$ cat src/rtl/fcs16_append_and_check_unit_defines.svh
// Assertion macros for the FCS-16 append and check unit
`ifndef FCS16_APPEND_AND_CHECK_UNIT_DEFINES_SVH
`define FCS16_APPEND_AND_CHECK_UNIT_DEFINES_SVH

`ifndef NO_ASSERTIONS

// same-cycle implication, checked once reset is released
`define FCS_ASSERT_IMP(lbl, clk, rst_n, ante, cons) \
	lbl: assert property (@(posedge clk) disable iff (!(rst_n)) (ante) |-> (cons)) \
		else $error("assertion failed: ante implies cons");

// next-cycle implication, checked once reset is released
`define FCS_ASSERT_NXT(lbl, clk, rst_n, ante, cons) \
	lbl: assert property (@(posedge clk) disable iff (!(rst_n)) (ante) |=> (cons)) \
		else $error("assertion failed: ante implies cons next cycle");

`else

`define FCS_ASSERT_IMP(lbl, clk, rst_n, ante, cons)
`define FCS_ASSERT_NXT(lbl, clk, rst_n, ante, cons)

`endif

`endif

$ cat src/rtl/fcs16ac_pkg.sv
package fcs16ac_pkg;

	localparam logic [15:0] FCS_INIT = 16'hFFFF;
	localparam logic [15:0] FCS_GOOD = 16'hF0B8;
	localparam logic [15:0] FCS_POLY = 16'h8408;

	// what the back end has to do with a queued byte
	typedef enum logic [1:0] {
		KIND_ECHO   = 2'd0,
		KIND_APPEND = 2'd1,
		KIND_CHECK  = 2'd2
	} beat_kind_t;

	typedef struct packed {
		logic [7:0]  data;
		beat_kind_t  kind;
		logic [15:0] fcs;
		logic        ok;
	} queue_entry_t;

	typedef struct packed {
		logic full;
		logic not_empty;
	} queue_status_t;

	// one byte through the reflected CRC-16, bit by bit
	function automatic logic [15:0] fcs16_update(input logic [15:0] crc,
		input logic [7:0] data);
		logic [15:0] c;
		c = crc ^ {8'h00, data};
		for (int b = 0; b < 8; b++) begin
			if (c[0]) begin
				c = (c >> 1) ^ FCS_POLY;
			end else begin
				c = c >> 1;
			end
		end
		return c;
	endfunction

endpackage

$ cat src/rtl/fcs16_append_and_check_unit.sv
// PPP FCS-16 (CRC-16/X-25, reflected polynomial 0x8408) appender and checker.
// Frame bytes enter one beat per cycle while the queue has room; the front end
// computes the CRC update combinationally and files each byte into a small queue,
// and the back end drains it through an output register at one beat per cycle
// while out_ready is high. A byte that is not the last of its frame, and the
// last byte in check mode, each give one output beat; the last byte in append
// mode gives three (echo, FCS low, FCS high), so the sustained rate is one input
// per cycle less the extra FCS beats that append frame ends put on the output,
// with QUEUE_DEPTH entries absorbing the difference. An input beat passes
// through the queue memory and then the output register. Empty frames are not supported.
`include "fcs16_append_and_check_unit_defines.svh"

module fcs16_append_and_check_unit
	import fcs16ac_pkg::*;
#(
	parameter int QUEUE_DEPTH = 4
) (
	input  logic       clk,
	input  logic       arst_n,
	input  logic       in_valid,
	output logic       in_ready,
	input  logic [7:0] data_byte,
	input  logic       frame_last,
	input  logic       func,
	output logic       out_valid,
	input  logic       out_ready,
	output logic [7:0] out_byte,
	output logic       is_fcs,
	output logic       run_last,
	output logic       check_ok
);

	queue_status_t q_stat;
	queue_entry_t  push_entry;
	queue_entry_t  head;
	logic          push;
	logic          pop;

	// accept and classify beats
	fcs16ac_front u_front (
		.clk        (clk),
		.arst_n     (arst_n),
		.in_valid   (in_valid),
		.in_ready   (in_ready),
		.data_byte  (data_byte),
		.frame_last (frame_last),
		.func       (func),
		.q_stat     (q_stat),
		.push       (push),
		.push_entry (push_entry)
	);

	// decouple front and back
	fcs16ac_queue #(
		.DEPTH (QUEUE_DEPTH)
	) u_queue (
		.clk        (clk),
		.arst_n     (arst_n),
		.push       (push),
		.push_entry (push_entry),
		.pop        (pop),
		.head       (head),
		.q_stat     (q_stat)
	);

	// expand queued bytes into output beats
	fcs16ac_back u_back (
		.clk       (clk),
		.arst_n    (arst_n),
		.head      (head),
		.q_stat    (q_stat),
		.pop       (pop),
		.out_valid (out_valid),
		.out_ready (out_ready),
		.out_byte  (out_byte),
		.is_fcs    (is_fcs),
		.run_last  (run_last),
		.check_ok  (check_ok)
	);

	// the FCS high byte follows its low byte straight away
	`FCS_ASSERT_NXT(a_fcs_hi_follows, clk, arst_n, out_valid && out_ready && is_fcs && !run_last, out_valid && is_fcs && run_last)
	// an accepted input beat leaves the queue occupied or the output loaded
	`FCS_ASSERT_NXT(a_push_lands, clk, arst_n, in_valid && in_ready, q_stat.not_empty || out_valid)
	// a verdict never rides on an appended FCS byte
	`FCS_ASSERT_IMP(a_ok_not_on_fcs, clk, arst_n, out_valid && is_fcs, !check_ok)

endmodule

$ cat src/rtl/fcs16ac_front.sv
module fcs16ac_front
	import fcs16ac_pkg::*;
(
	input  logic          clk,
	input  logic          arst_n,
	input  logic          in_valid,
	output logic          in_ready,
	input  logic [7:0]    data_byte,
	input  logic          frame_last,
	input  logic          func,
	input  queue_status_t q_stat,
	output logic          push,
	output queue_entry_t  push_entry
);

	logic [15:0] crc_q;
	logic [15:0] crc_next;

	// take a beat whenever the queue has room
	assign in_ready = !q_stat.full;
	assign push     = in_valid && in_ready;
	assign crc_next = fcs16_update(crc_q, data_byte);

	// classify the byte and precompute the FCS and verdict
	always_comb begin
		push_entry.data = data_byte;
		push_entry.fcs  = ~crc_next;
		push_entry.ok   = (crc_next == FCS_GOOD);
		if (!frame_last) begin
			push_entry.kind = KIND_ECHO;
		end else if (func) begin
			push_entry.kind = KIND_CHECK;
		end else begin
			push_entry.kind = KIND_APPEND;
		end
	end

	// advance the running CRC, restart it after the last byte
	always_ff @(posedge clk or negedge arst_n) begin
		if (!arst_n) begin
			crc_q <= FCS_INIT;
		end else if (push) begin
			crc_q <= frame_last ? FCS_INIT : crc_next;
		end
	end

endmodule

$ cat src/rtl/fcs16ac_queue.sv
module fcs16ac_queue
	import fcs16ac_pkg::*;
#(
	parameter int DEPTH = 4
) (
	input  logic          clk,
	input  logic          arst_n,
	input  logic          push,
	input  queue_entry_t  push_entry,
	input  logic          pop,
	output queue_entry_t  head,
	output queue_status_t q_stat
);

	localparam int AW = (DEPTH > 1) ? $clog2(DEPTH) : 1;
	localparam int CW = $clog2(DEPTH + 1);

	queue_entry_t  mem_q [DEPTH];
	logic [AW-1:0] wr_ptr_q;
	logic [AW-1:0] rd_ptr_q;
	logic [CW-1:0] cnt_q;

	assign head             = mem_q[rd_ptr_q];
	assign q_stat.full      = (cnt_q == CW'(DEPTH));
	assign q_stat.not_empty = (cnt_q != '0);

	// store the pushed entry
	always_ff @(posedge clk) begin
		if (push) begin
			mem_q[wr_ptr_q] <= push_entry;
		end
	end

	// advance pointers and the fill count
	always_ff @(posedge clk or negedge arst_n) begin
		if (!arst_n) begin
			wr_ptr_q <= '0;
			rd_ptr_q <= '0;
			cnt_q    <= '0;
		end else begin
			if (push) begin
				wr_ptr_q <= (wr_ptr_q == AW'(DEPTH - 1)) ? '0 : wr_ptr_q + 1'b1;
			end
			if (pop) begin
				rd_ptr_q <= (rd_ptr_q == AW'(DEPTH - 1)) ? '0 : rd_ptr_q + 1'b1;
			end
			if (push && !pop) begin
				cnt_q <= cnt_q + 1'b1;
			end else if (pop && !push) begin
				cnt_q <= cnt_q - 1'b1;
			end
		end
	end

endmodule

$ cat src/rtl/fcs16ac_back.sv
module fcs16ac_back
	import fcs16ac_pkg::*;
(
	input  logic          clk,
	input  logic          arst_n,
	input  queue_entry_t  head,
	input  queue_status_t q_stat,
	output logic          pop,
	output logic          out_valid,
	input  logic          out_ready,
	output logic [7:0]    out_byte,
	output logic          is_fcs,
	output logic          run_last,
	output logic          check_ok
);

	typedef enum logic [2:0] {
		PH_DATA = 3'b001,
		PH_LO   = 3'b010,
		PH_HI   = 3'b100
	} phase_t;

	phase_t      phase_q;
	logic        out_valid_q;
	logic [15:0] fcs_q;
	logic        load;

	// the output register may take a new beat when empty or drained
	assign load      = !out_valid_q || out_ready;
	assign pop       = load && (phase_q == PH_DATA) && q_stat.not_empty;
	assign out_valid = out_valid_q;

	// control: phase and output valid
	always_ff @(posedge clk or negedge arst_n) begin
		if (!arst_n) begin
			phase_q     <= PH_DATA;
			out_valid_q <= 1'b0;
		end else if (load) begin
			case (phase_q)
				PH_DATA: begin
					out_valid_q <= q_stat.not_empty;
					if (q_stat.not_empty && head.kind == KIND_APPEND) begin
						phase_q <= PH_LO;
					end
				end
				PH_LO: begin
					out_valid_q <= 1'b1;
					phase_q     <= PH_HI;
				end
				PH_HI: begin
					out_valid_q <= 1'b1;
					phase_q     <= PH_DATA;
				end
				default: begin
					out_valid_q <= 1'b0;
					phase_q     <= PH_DATA;
				end
			endcase
		end
	end

	// payload: echo from the queue, then for an append frame end the held FCS low and high bytes
	always_ff @(posedge clk) begin
		if (load) begin
			case (phase_q)
				PH_DATA: begin
					out_byte <= head.data;
					is_fcs   <= 1'b0;
					run_last <= (head.kind != KIND_APPEND);
					check_ok <= (head.kind == KIND_CHECK) && head.ok;
					fcs_q    <= head.fcs;
				end
				PH_LO: begin
					out_byte <= fcs_q[7:0];
					is_fcs   <= 1'b1;
					run_last <= 1'b0;
					check_ok <= 1'b0;
				end
				PH_HI: begin
					out_byte <= fcs_q[15:8];
					is_fcs   <= 1'b1;
					run_last <= 1'b1;
					check_ok <= 1'b0;
				end
				default: begin
					out_byte <= head.data;
					is_fcs   <= 1'b0;
					run_last <= 1'b1;
					check_ok <= 1'b0;
				end
			endcase
		end
	end

endmodule

$ cat config.mk
export PLATFORM = sky130hd
export DESIGN_NAME = fcs16_append_and_check_unit
export DESIGN_NICKNAME = d
export VERILOG_FILES = /design/src/rtl/fcs16ac_pkg.sv /design/src/rtl/fcs16_append_and_check_unit.sv /design/src/rtl/fcs16ac_front.sv /design/src/rtl/fcs16ac_queue.sv /design/src/rtl/fcs16ac_back.sv
export VERILOG_INCLUDE_DIRS = /design/src /design/src/rtl
export SDC_FILE = /design/constraint.sdc
export NUM_CORES = 1
export LEC_CHECK = 0
export CORE_ASPECT_RATIO = 0.9
export CORE_MARGIN = 3
export CORE_UTILIZATION = 25
export DETAILED_ROUTE_END_ITERATION = 12
export DONT_BUFFER_PORTS = 1
export HOLD_SLACK_MARGIN = 0.12
export PLACE_DENSITY = 0.46
export SYNTH_ARGS = -nofsm -noshare
export SYNTH_HDL_FRONTEND = slang
export SYNTH_SLANG_ARGS = --single-unit
$ cat constraint.sdc
create_clock -name clk -period 2.85 [get_ports clk]
set_input_delay 0.57 -clock clk [delete_from_list [all_inputs] [get_ports clk]]
set_output_delay 0.57 -clock clk [all_outputs]
set_load 0.02 [all_outputs]
* Word level (Yosys, flattened, before mapping)
Memory sizes are Yosys's and may differ from the RTL's.
Index checks and enable logic that the tools add are counted.
** Cells by class
- Add/subtract/negate cells :: 4
- Eq/ne operators :: 11
- Muxes and demuxes :: 23
- Bitwise operators :: 10
- Reduce and logical (&&, ||, !) cells :: 17
** Operators by type and width (number)
- $mux W16 :: 9
- $not A2 Y3 :: 8
- $eq A16 B16 Y1 const B :: 1
- $not A16 Y16 :: 1
- $pmux W8 S2 :: 1
- $xor A16 B8 Y16 :: 1
- $mux W3 :: 3
- $mux W2 :: 4
- $logic_and A1 B1 Y1 :: 7
- $eq A2 B2 Y1 const B :: 3
- $eq A3 B3 Y1 const B :: 2
- $pmux W3 S2 :: 1
- $add A2 B1 Y2 const B :: 2
- $logic_not A1 Y1 :: 4
- $pmux W1 S2 :: 2
- $reduce_and A2 Y1 :: 2
- $add A3 B1 Y3 const B :: 1
- $eq A3 B1 Y1 const B :: 1
- $eq A3 B2 Y1 const B :: 1
- $mux W1 :: 3
- $reduce_bool A3 Y1 :: 1
- $sub A3 B1 Y3 const B :: 1
- $eq A2 B1 Y1 const B :: 1
- $ne A2 B1 Y1 const B :: 1
- 4 further kinds :: 4
** Word-level totals
- Flip-flop bits (word level) :: 54
- Memory bits (writable) :: 108
- Input port bits :: 14
- Memories kept :: 1
** Memories
- u_queue.mem_q :: depth 4, width 27, read ports 1, clocked after memory_dff 0, write ports 1, RTL line fcs16ac_queue.sv:18 : queue_entry_t mem_q [DEPTH];

* Logic depth before layout (Yosys ltp)
Gate-level depths: netlist (run 1).
- Word-level depth :: 18
- Mapped depth :: 11

* Hierarchy
From an unflattened synthesis (run 1), not the netlist that was laid out.
** Unflattened totals
- Cell total of the unflattened synthesis :: 384
- Area total of the unflattened synthesis :: 6693.9 µm²
** By module, submodules not included
- fcs16ac_queue :: times used 1, cells an instance 178, area each 4322.9 µm², sequential area each 3418.3 µm²
- fcs16ac_back :: times used 1, cells an instance 106, area each 1392.6 µm², sequential area each 912.1 µm²
- fcs16ac_front :: times used 1, cells an instance 100, area each 978.4 µm², sequential area each 420.4 µm²

* Worst setup path after synthesis (run 1)
Ideal clock, no wire load.
- Path kind :: input-to-reg
- From :: in out_ready
- To :: reg u_queue.cnt_q[1]
- Library setup time :: 0.125 ns
- Arrival :: 2.656 ns
- Path slack :: 0.069 ns
- Stages :: 9
- Cell sequence :: nor2b_1 inv_1 and2_1 o31a_1 inv_1 ha_1 inv_1 fa_1 mux2_2
** On the way
- Cells in the longest elaborated chain, start to end :: 6
** Ends and longest elaborated chain
- start, declared :: RTL line fcs16_append_and_check_unit.sv:26 : input logic out_ready,
- $logic_or A1 B1 Y1 (*) :: RTL line fcs16ac_back.sv:29 : assign load = !out_valid_q || out_ready;
- net u_back.load :: RTL line fcs16ac_back.sv:26 : logic load;
- $logic_and A1 B1 Y1 (*) (2 in a row) :: RTL line fcs16ac_back.sv:30 : assign pop = load && (phase_q == PH_DATA) && q_stat.not_empty;
- $logic_not A1 Y1 :: RTL line fcs16ac_queue.sv:47 : if (push && !pop) begin
- $logic_and A1 B1 Y1 :: RTL line fcs16ac_queue.sv:47
- $mux W3 / $reduce_bool A2 Y1 (equally long branches)
- end signal, assigned :: RTL line fcs16ac_queue.sv:48 : cnt_q <= cnt_q + 1'b1;
- end signal, assigned :: RTL line fcs16ac_queue.sv:50 : cnt_q <= cnt_q - 1'b1;
- end, declared :: RTL line fcs16ac_queue.sv:21 : logic [CW-1:0] cnt_q;
Mark *: on every way through the listed nets, which the timed path passes. The rest lies on a longest branch.
A chain may end at the register's enable or synchronous reset.

* Worst setup path in the final report (run 1)
- From :: reg u_queue.cnt_q[0]
- To :: reg u_queue.cnt_q[1]
** On the way
- Cells in the longest elaborated chain, start to end :: 6
** Ends and longest elaborated chain
- $eq A3 B3 Y1 (*) :: RTL line fcs16ac_queue.sv:24 : assign q_stat.full = (cnt_q == CW'(DEPTH));
- $logic_not A1 Y1 (*) :: RTL line fcs16ac_front.sv:20 : assign in_ready = !q_stat.full;
- net in_ready :: RTL line fcs16_append_and_check_unit.sv:21 : output logic in_ready,
- $logic_and A1 B1 Y1 (*) :: RTL line fcs16ac_front.sv:21 : assign push = in_valid && in_ready;
- $logic_not A1 Y1 :: RTL line fcs16ac_queue.sv:49 : end else if (pop && !push) begin
- $logic_and A1 B1 Y1 :: RTL line fcs16ac_queue.sv:49
- $reduce_bool A2 Y1 (no line)
Mark *: on every way through the listed nets, which the timed path passes. The rest lies on a longest branch. The select of a mux whose other input is x is not followed.

==> flow_metrics.py, run 1 <==
metrics = {
    "floorplanning": {
        "ios": 27,
        "rows": 55,
        "die_area_sq_um": 28100,
        "start_util_pct": 25.7,
        "die_h_um": 159,
        "die_w_um": 176,
        "core-area_sq_um": 25400,
    },
    "global_routing": {
        "grt_max_degree": 29,
        "grt_usage_pct": 10.1,
        "antenna_found_initial": 0,
        "globalRoute.totalOverflow": 0,
        "first_global_vias": 3361,
        "grt_pass1_wl_um": 20900,
    },
    "yosys": {
        "syn_area_sq_um": 6530,
        "synthArstFlopShare_pct": 16.7,
        "yosysUniqueCellTypes": 41,
        "yosysSeqAreaShare_pct": 72.7,
        "synth-edff-count": 135,
        "synth_simple_gate_area_share_pct": 4.90,
        "synth_compound_area_share_pct": 5.30,
        "synth_area_per_cell_sq_um": 17.4,
        "syn-num-nets": 396,
        "yosys_warnings": 0,
        "synthMuxAreaShare_pct": 9.82,
        "ys_ff_latch": 162,
        "synthAdderAreaFrac_pct": 1.46,
        "yosys_most_used_dff": "edfxtp_1",
        "syn_inst": 375,
        "synth-xor-area-share_pct": 4.23,
        "synth_top_family_by_area": "multiplexers",
    },
    "layout": {
        "finish.net_count": 418,
        "n_antenna_cell": 0,
        "multi_input_area_sq_um": 1680,
        "final_core_util_pct": 30.3,
        "fillerInstances": 2481,
        "seq_area_sq_um": 4750,
        "final_cell_mix": "edfxtp_1, nor2_1, a21oi_1, mux4_2, buf_4",
        "mostFrequentLayoutCell": "edfxtp_1",
        "areaGrowthSynthToFinish_pct": 17.7,
        "drive_gt1_share_pct": 25.4,
    },
    "drt": {
        "initialDrtViolationCount": 177,
        "via_per_inst": 4.31,
        "num_vias": 3244,
        "postRouteAntennaNets": 0,
        "routedWlPerCell_um": 17.9,
        "drc": 0,
        "wl_um": 13500,
        "drt-pass1-iter-count": 4,
    },
    "sta": {
        "finalSetupTns_ns": 0,
        "rsz0062_at_grt": "false",
        "finClkSkew_ns": 0.00846,
        "report.final.hold_viol_count": 0,
        "worst_pin_slew_ns": 0.853,
        "setup_viol": 0,
        "fin_crit_sh_pct": 84.5,
        "slew_violations": 0,
        "setup_ws_ns": 0.442,
        "relSlewSlack_pct": 43.1,
        "period_needed_ns": 2.41,
        "fmax_mhz": 415,
    },
    "clock_tree": {
        "htree_levels": 4,
        "clock_sinks": 162,
        "cts_tree": "done",
        "cts_resized": 0,
        "post_cts_buffers": 0,
        "cts-root-buf": "clkbuf_16",
        "worstSkewPairLatency_ns": 0.42,
        "cts_made_buffers": 17,
        "path_clk_slew_ns": 0.07,
        "hold_buffers": 2,
        "cts.path.max_buffers": 2,
    },
    "worst_setup_path": {
        "cp.required_ns": 3.16,
        "arrival_ns": 2.72,
        "crit_type": "register to register",
        "worst_setup_path_end_kind": "register",
        "crit_fanout": 7,
        "start_kind": "register",
    },
    "min_path": {
        "hold_class": "primary input to register",
    },
    "status": {
        "status": "finished clean",
    },
    "run": {
        "max-cap-violations": 0,
    },
    "power_and_ir_drop": {
        "p_leak_nw": 2.56,
        "p_per_area_nw_per_um2": 1230,
        "vdd_drop_max_uv": 418,
    },
    "placement": {
        "gp_congestion": 0.708,
        "place_ws_ns": 0.415,
        "numPortBuffers": 0,
        "hpwl_um": 8720,
    },
}
[critical path, cell delays in order (launching register included)]
cell and delay [ns]:
dfrtp_1 0.43, or3b_2 0.65, and2_0 0.26, ha_1 0.23, inv_1 0.08, fa_1 0.38
mux2_2 0.27
[path summary, 6_finish.rpt]
kind                                  start              endpoint  slack [ns]  cells after the start
max in group asynchronous            arst_n      u_front.crc_q[7]        2.02                      2
hold / removal                 data_byte[0]  u_queue.mem_q[0][19]        0.24                      0
setup / recovery           u_queue.cnt_q[0]      u_queue.cnt_q[1]        0.44                      6
min in group asynchronous            arst_n     u_back.phase_q[1]        0.58                      2
setup reg to reg           u_queue.cnt_q[0]      u_queue.cnt_q[1]        0.44                      6
hold reg to reg            u_queue.cnt_q[2]      u_queue.cnt_q[2]        0.50                      1
[registers in the layout, indices dropped and copies added (netlist names)]
signal and cells:
u_back.fcs_q 16, u_back.phase_q 3, u_queue.cnt_q 3, u_front.crc_q 16
u_back.run_last 1, u_queue.wr_ptr_q 2, u_back.check_ok 1, u_queue.mem_q 108
u_back.is_fcs 1, u_queue.rd_ptr_q 2, u_back.out_byte 8, u_back.out_valid 1
[metrics by stage]
step	total power, mW	cell area [sq um]	instances	hold slack, ns
final	9.48	7690	752	0.242
after global routing	10.0	7690	752	0.215
after CTS	9.61	7690	752	0.219
after detailed placement	7.16	7030	718	0.276
after global placement	7.08	7030	718	0.275
after floorplan	6.19	6530	375	0.274
[cell type report]
type	instances	area share, %
Clock buffer	17	5.53
Clock inverter	15	2.67
Inverter	9	0.439
Multi-Input combinational cell	187	21.9
Sequential cell	162	61.8
Tap cell	342	5.56
Timing Repair Buffer	20	2.15
[cells by family (layout without fill, tap and decap cells)]
logic type                 count (synthesis)  in the layout
xor gates and xnor gates                  27             27
buffers and inverters                     26             61
and+or+nand+nor                           66             66
AOI/OAI and AO/OA                         57             57
muxes                                     30             30
DFF                                      162            162
adders and majority gates                  7              7
[routing by layer]
metal,vias to the layer above,global-route usage (%),share of wire (%)
li1,1484,-,-
met1,1698,13.6,48
met2,45,15.6,48
met3,17,2.89,2.6
met4,0,3.32,1.4
met5,-,0,0
[cell usage after synthesis (all sizes together), types with 2 or more instances]
| master | instances | area (sq um) |
|---|---|---|
| o21bai | 8 | 60.1 |
| dfstp | 17 | 447 |
| dfrtp | 10 | 250 |
| clkbuf | 10 | 37.5 |
| nor2b | 2 | 12.5 |
| buf | 7 | 31.3 |
| nor3b | 2 | 15.0 |
| ha | 6 | 75.1 |
| nand4 | 2 | 12.5 |
| a21oi | 32 | 160 |
| a21o | 2 | 15.0 |
| nand3 | 2 | 10.0 |
| nand2 | 3 | 11.3 |
| and2 | 3 | 18.8 |
| a31oi | 2 | 12.5 |
| o21ai | 3 | 15.0 |
| o31ai | 8 | 60.1 |
| edfxtp | 135 | 4050 |
| mux2 | 3 | 33.8 |
| mux4 | 27 | 608 |
| and3 | 5 | 31.3 |
| xor2 | 11 | 104 |
| xnor2 | 15 | 150 |
| or3 | 2 | 12.5 |
| inv | 9 | 33.8 |
| nor2 | 38 | 143 |
[power breakdown]
part	leakage [nW]	total, mW	internal, mW	switching [mW]
Combinational	0.701	2.67	1.12	1.55
Sequential	1.56	4.40	3.88	0.518
Clock	0.301	2.41	1.48	0.935
Total	2.56	9.48	6.48	3.00
No activity file was read; power rests on OpenSTA's default activity.
==> run 2: changes to the inputs <==
--- a/config.mk
+++ b/config.mk
@@ -6,13 +6,14 @@
 export SDC_FILE = /design/constraint.sdc
 export NUM_CORES = 1
 export LEC_CHECK = 0
+export ABC_AREA = 1
 export CORE_ASPECT_RATIO = 0.9
 export CORE_MARGIN = 3
 export CORE_UTILIZATION = 25
 export DETAILED_ROUTE_END_ITERATION = 12
 export DONT_BUFFER_PORTS = 1
 export HOLD_SLACK_MARGIN = 0.12
-export PLACE_DENSITY = 0.46
+export PLACE_DENSITY = 0.48
 export SYNTH_ARGS = -nofsm -noshare
 export SYNTH_HDL_FRONTEND = slang
 export SYNTH_SLANG_ARGS = --single-unit
==> constraint.sdc (replaced) <==
create_clock -name clk -period 1.95 [get_ports clk]
set_input_delay 0.39 -clock clk [delete_from_list [all_inputs] [get_ports clk]]
set_output_delay 0.39 -clock clk [all_outputs]
set_load 0.02 [all_outputs]
==> flow_metrics.py, run 2 <==
metrics = {
    "drt": {
        "routedWlPerCell_um": 15.8,
        "wl_um": 16100,
        "initialDrtViolationCount": 333,
        "via_per_inst": 4.23,
        "top_layer": "met4",
        "wl_met1_um": 8260,
        "num_vias": 4314,
        "drt-pass1-iter-count": 4,
        "postRouteAntennaNets": 0,
        "wl_met3_um": 548,
        "drc": 0,
        "wl_met2_um": 7040,
    },
    "clock_tree": {
        "cts-root-buf": "clkbuf_16",
        "htree_levels": 4,
        "worstSkewPairLatency_ns": 0.43,
        "cts.path.max_buffers": 2,
        "clock_sinks": 162,
        "cts_tree": "done",
        "path_clk_slew_ns": 0.06,
        "cts_made_buffers": 17,
    },
    "placement": {
        "gp_congestion": 0.762,
        "place_ws_ns": 0.0104,
        "hpwl_um": 10500,
        "numPortBuffers": 0,
    },
    "sta": {
        "setup_viol": 0,
        "finClkSkew_ns": 0.0133,
        "slew_violations": 0,
        "worst_pin_slew_ns": 0.472,
        "relSlewSlack_pct": 68.4,
        "report.final.hold_viol_count": 0,
        "setup_ws_ns": 0.0507,
        "fmax_mhz": 527,
        "fin_crit_sh_pct": 97.4,
        "finalHoldWorstSlack_ns": 0.187,
        "period_needed_ns": 1.90,
    },
    "global_routing": {
        "antenna_found_initial": 1,
        "grt_usage_pct": 11.5,
        "grt_pass1_wl_um": 25300,
        "globalRoute.totalOverflow": 0,
        "first_global_vias": 4292,
        "grt_max_degree": 37,
    },
    "floorplanning": {
        "rows": 56,
        "die_h_um": 163,
        "die_area_sq_um": 29500,
        "core-area_sq_um": 26600,
        "die_w_um": 181,
        "ios": 27,
        "start_util_pct": 25.8,
    },
    "yosys": {
        "ys_top_cells_by_area": "edfxtp_1, nand2_1, dfstp_2, o21ai_0, dfrtp_1",
        "ys_top_cells_by_count": "nand2_1, edfxtp_1, inv_1",
        "synth_top_cell_by_area": "edfxtp_1",
        "yosysSeqAreaShare_pct": 69.2,
        "synth-edff-count": 135,
        "syn_inst": 603,
        "synth_area_per_cell_sq_um": 11.4,
        "yosysUniqueCellTypes": 33,
        "yosys_most_used_dff": "edfxtp_1",
        "yosys_warnings": 0,
        "syn-num-nets": 624,
        "yosys.cell_count.top_type": "nand2_1",
        "yosys.area.top_type_share_pct": 59.1,
        "ys_ff_latch": 162,
        "syn_area_sq_um": 6860,
        "synthArstFlopShare_pct": 16.7,
    },
    "power_and_ir_drop": {
        "vdd_drop_max_uv": 648,
        "p_leak_nw": 3.23,
        "p_per_area_nw_per_um2": 1730,
        "fin_total_pwr_mw": 14.5,
    },
    "worst_setup_path": {
        "crit_fanout": 2,
        "arrival_ns": 2.21,
        "cp.required_ns": 2.26,
        "crit_type": "register to register",
        "worst_setup_path_end_kind": "register",
        "start_kind": "register",
    },
    "layout": {
        "final_cell_mix": "nand2_1, edfxtp_1, inv_1, o21ai_0, nor2_1",
        "areaGrowthSynthToFinish_pct": 22.0,
        "final_core_util_pct": 31.5,
        "reg.largest.list": "u_queue.mem_q (108), u_back.fcs_q (16), u_front.crc_q (16)",
        "largest_reg_flops": 108,
        "top_register": "u_queue.mem_q",
        "mostFrequentLayoutCell": "nand2_1",
        "finish.net_count": 679,
        "drive_gt1_share_pct": 20.0,
    },
    "run": {
        "max-cap-violations": 0,
    },
    "min_path": {
        "hold_class": "primary input to register",
    },
    "status": {
        "status": "finished clean",
    },
}
## run 2: changes by cell type after synthesis, sizes merged, moves of 6 or more
cell and delta:
mux4 -27, a21oi -22, o31ai -8, inv +52
nor2 +19, o22ai +20, xnor2 -13, xor2 -6
nand2 +151, a22oi +7, o21ai +53, o21bai -8
nand3 +32
## run 2: metrics by stage
| stage | cell area (sq um) | std cells | setup TNS, ns |
|---|---|---|---|
| floorplan | 6890 | 603 | -11.45 |
| global placement | 7660 | 975 | 0 |
| detailed placement | 7660 | 975 | 0 |
| CTS | 8340 | 1017 | 0 |
| global route | 8370 | 1019 | -0.00357 |
| finish | 8370 | 1019 | 0 |
## run 2: logic make-up after synthesis
group           after synthesis  synth area share (%)
simple gates                252                  15.7
flops                       162                  69.2
xor+xnor                      7                  1.22
buf+inv                      81                  4.80
compound gates               93                  7.51
fa+ha+maj                     7                  1.39
mux                           1                 0.164
## run 2: report_power, final
part	switching, mW	total [mW]	leakage (nW)	internal [mW]
registers	0.586	6.10	1.56	5.52
logic	3.33	5.25	1.41	1.92
clock network	1.31	3.17	0.265	1.86
total	5.22	14.5	3.23	9.30
## run 2: worst paths after layout
| kind | from | endpoint | slack (ns) | cells after the start |
|---|---|---|---|---|
| setup / recovery | u_back.phase_q[0] | u_queue.cnt_q[1] | 0.05 | 7 |
| hold / removal | func | u_queue.mem_q[2][17] | 0.19 | 1 |
| setup reg to reg | u_back.phase_q[0] | u_queue.cnt_q[1] | 0.05 | 7 |
| hold reg to reg | u_front.crc_q[15] | u_front.crc_q[15] | 0.51 | 2 |
| max in group asynchronous | arst_n | u_front.crc_q[2] | 1.26 | 2 |
| min in group asynchronous | arst_n | u_queue.rd_ptr_q[1] | 0.44 | 2 |
## run 2: final cells by class
class | instances | area (sq um)
sequential | 162 | 4750
multi-input combinational | 360 | 1830
fill | 2674 | 18200
inverter | 61 | 231
clock buffer | 20 | 437
antenna | 1 | 2.50
clock inverter | 11 | 115
tap | 348 | 435
timing repair buffer | 56 | 568
## run 2: per-layer routing
metal / track usage [%] / vias up
li1: - / 2159
met1: 16.3 / 2074
met2: 17.1 / 63
met3: 3.14 / 18
met4: 3.84 / 0
met5: 0 / -
## run 2: worst max-delay path, stage by stage (launching register included)
cell and delay [ns]:
dfstp_2 0.56, nand3_4 0.08, nor3_4 0.19, inv_2 0.07
ha_4 0.16, inv_4 0.06, fa_2 0.40, mux2_2 0.26
## run 2: timing repair
item | CTS | global route
endpoints found under the setup margin | 2 | 2
resized for setup | 1 | 9
hold buffers | 10 | 0
endpoints found under the hold margin | 59 | 0
buffers inserted | 1 | 1
pin swaps | 0 | 2
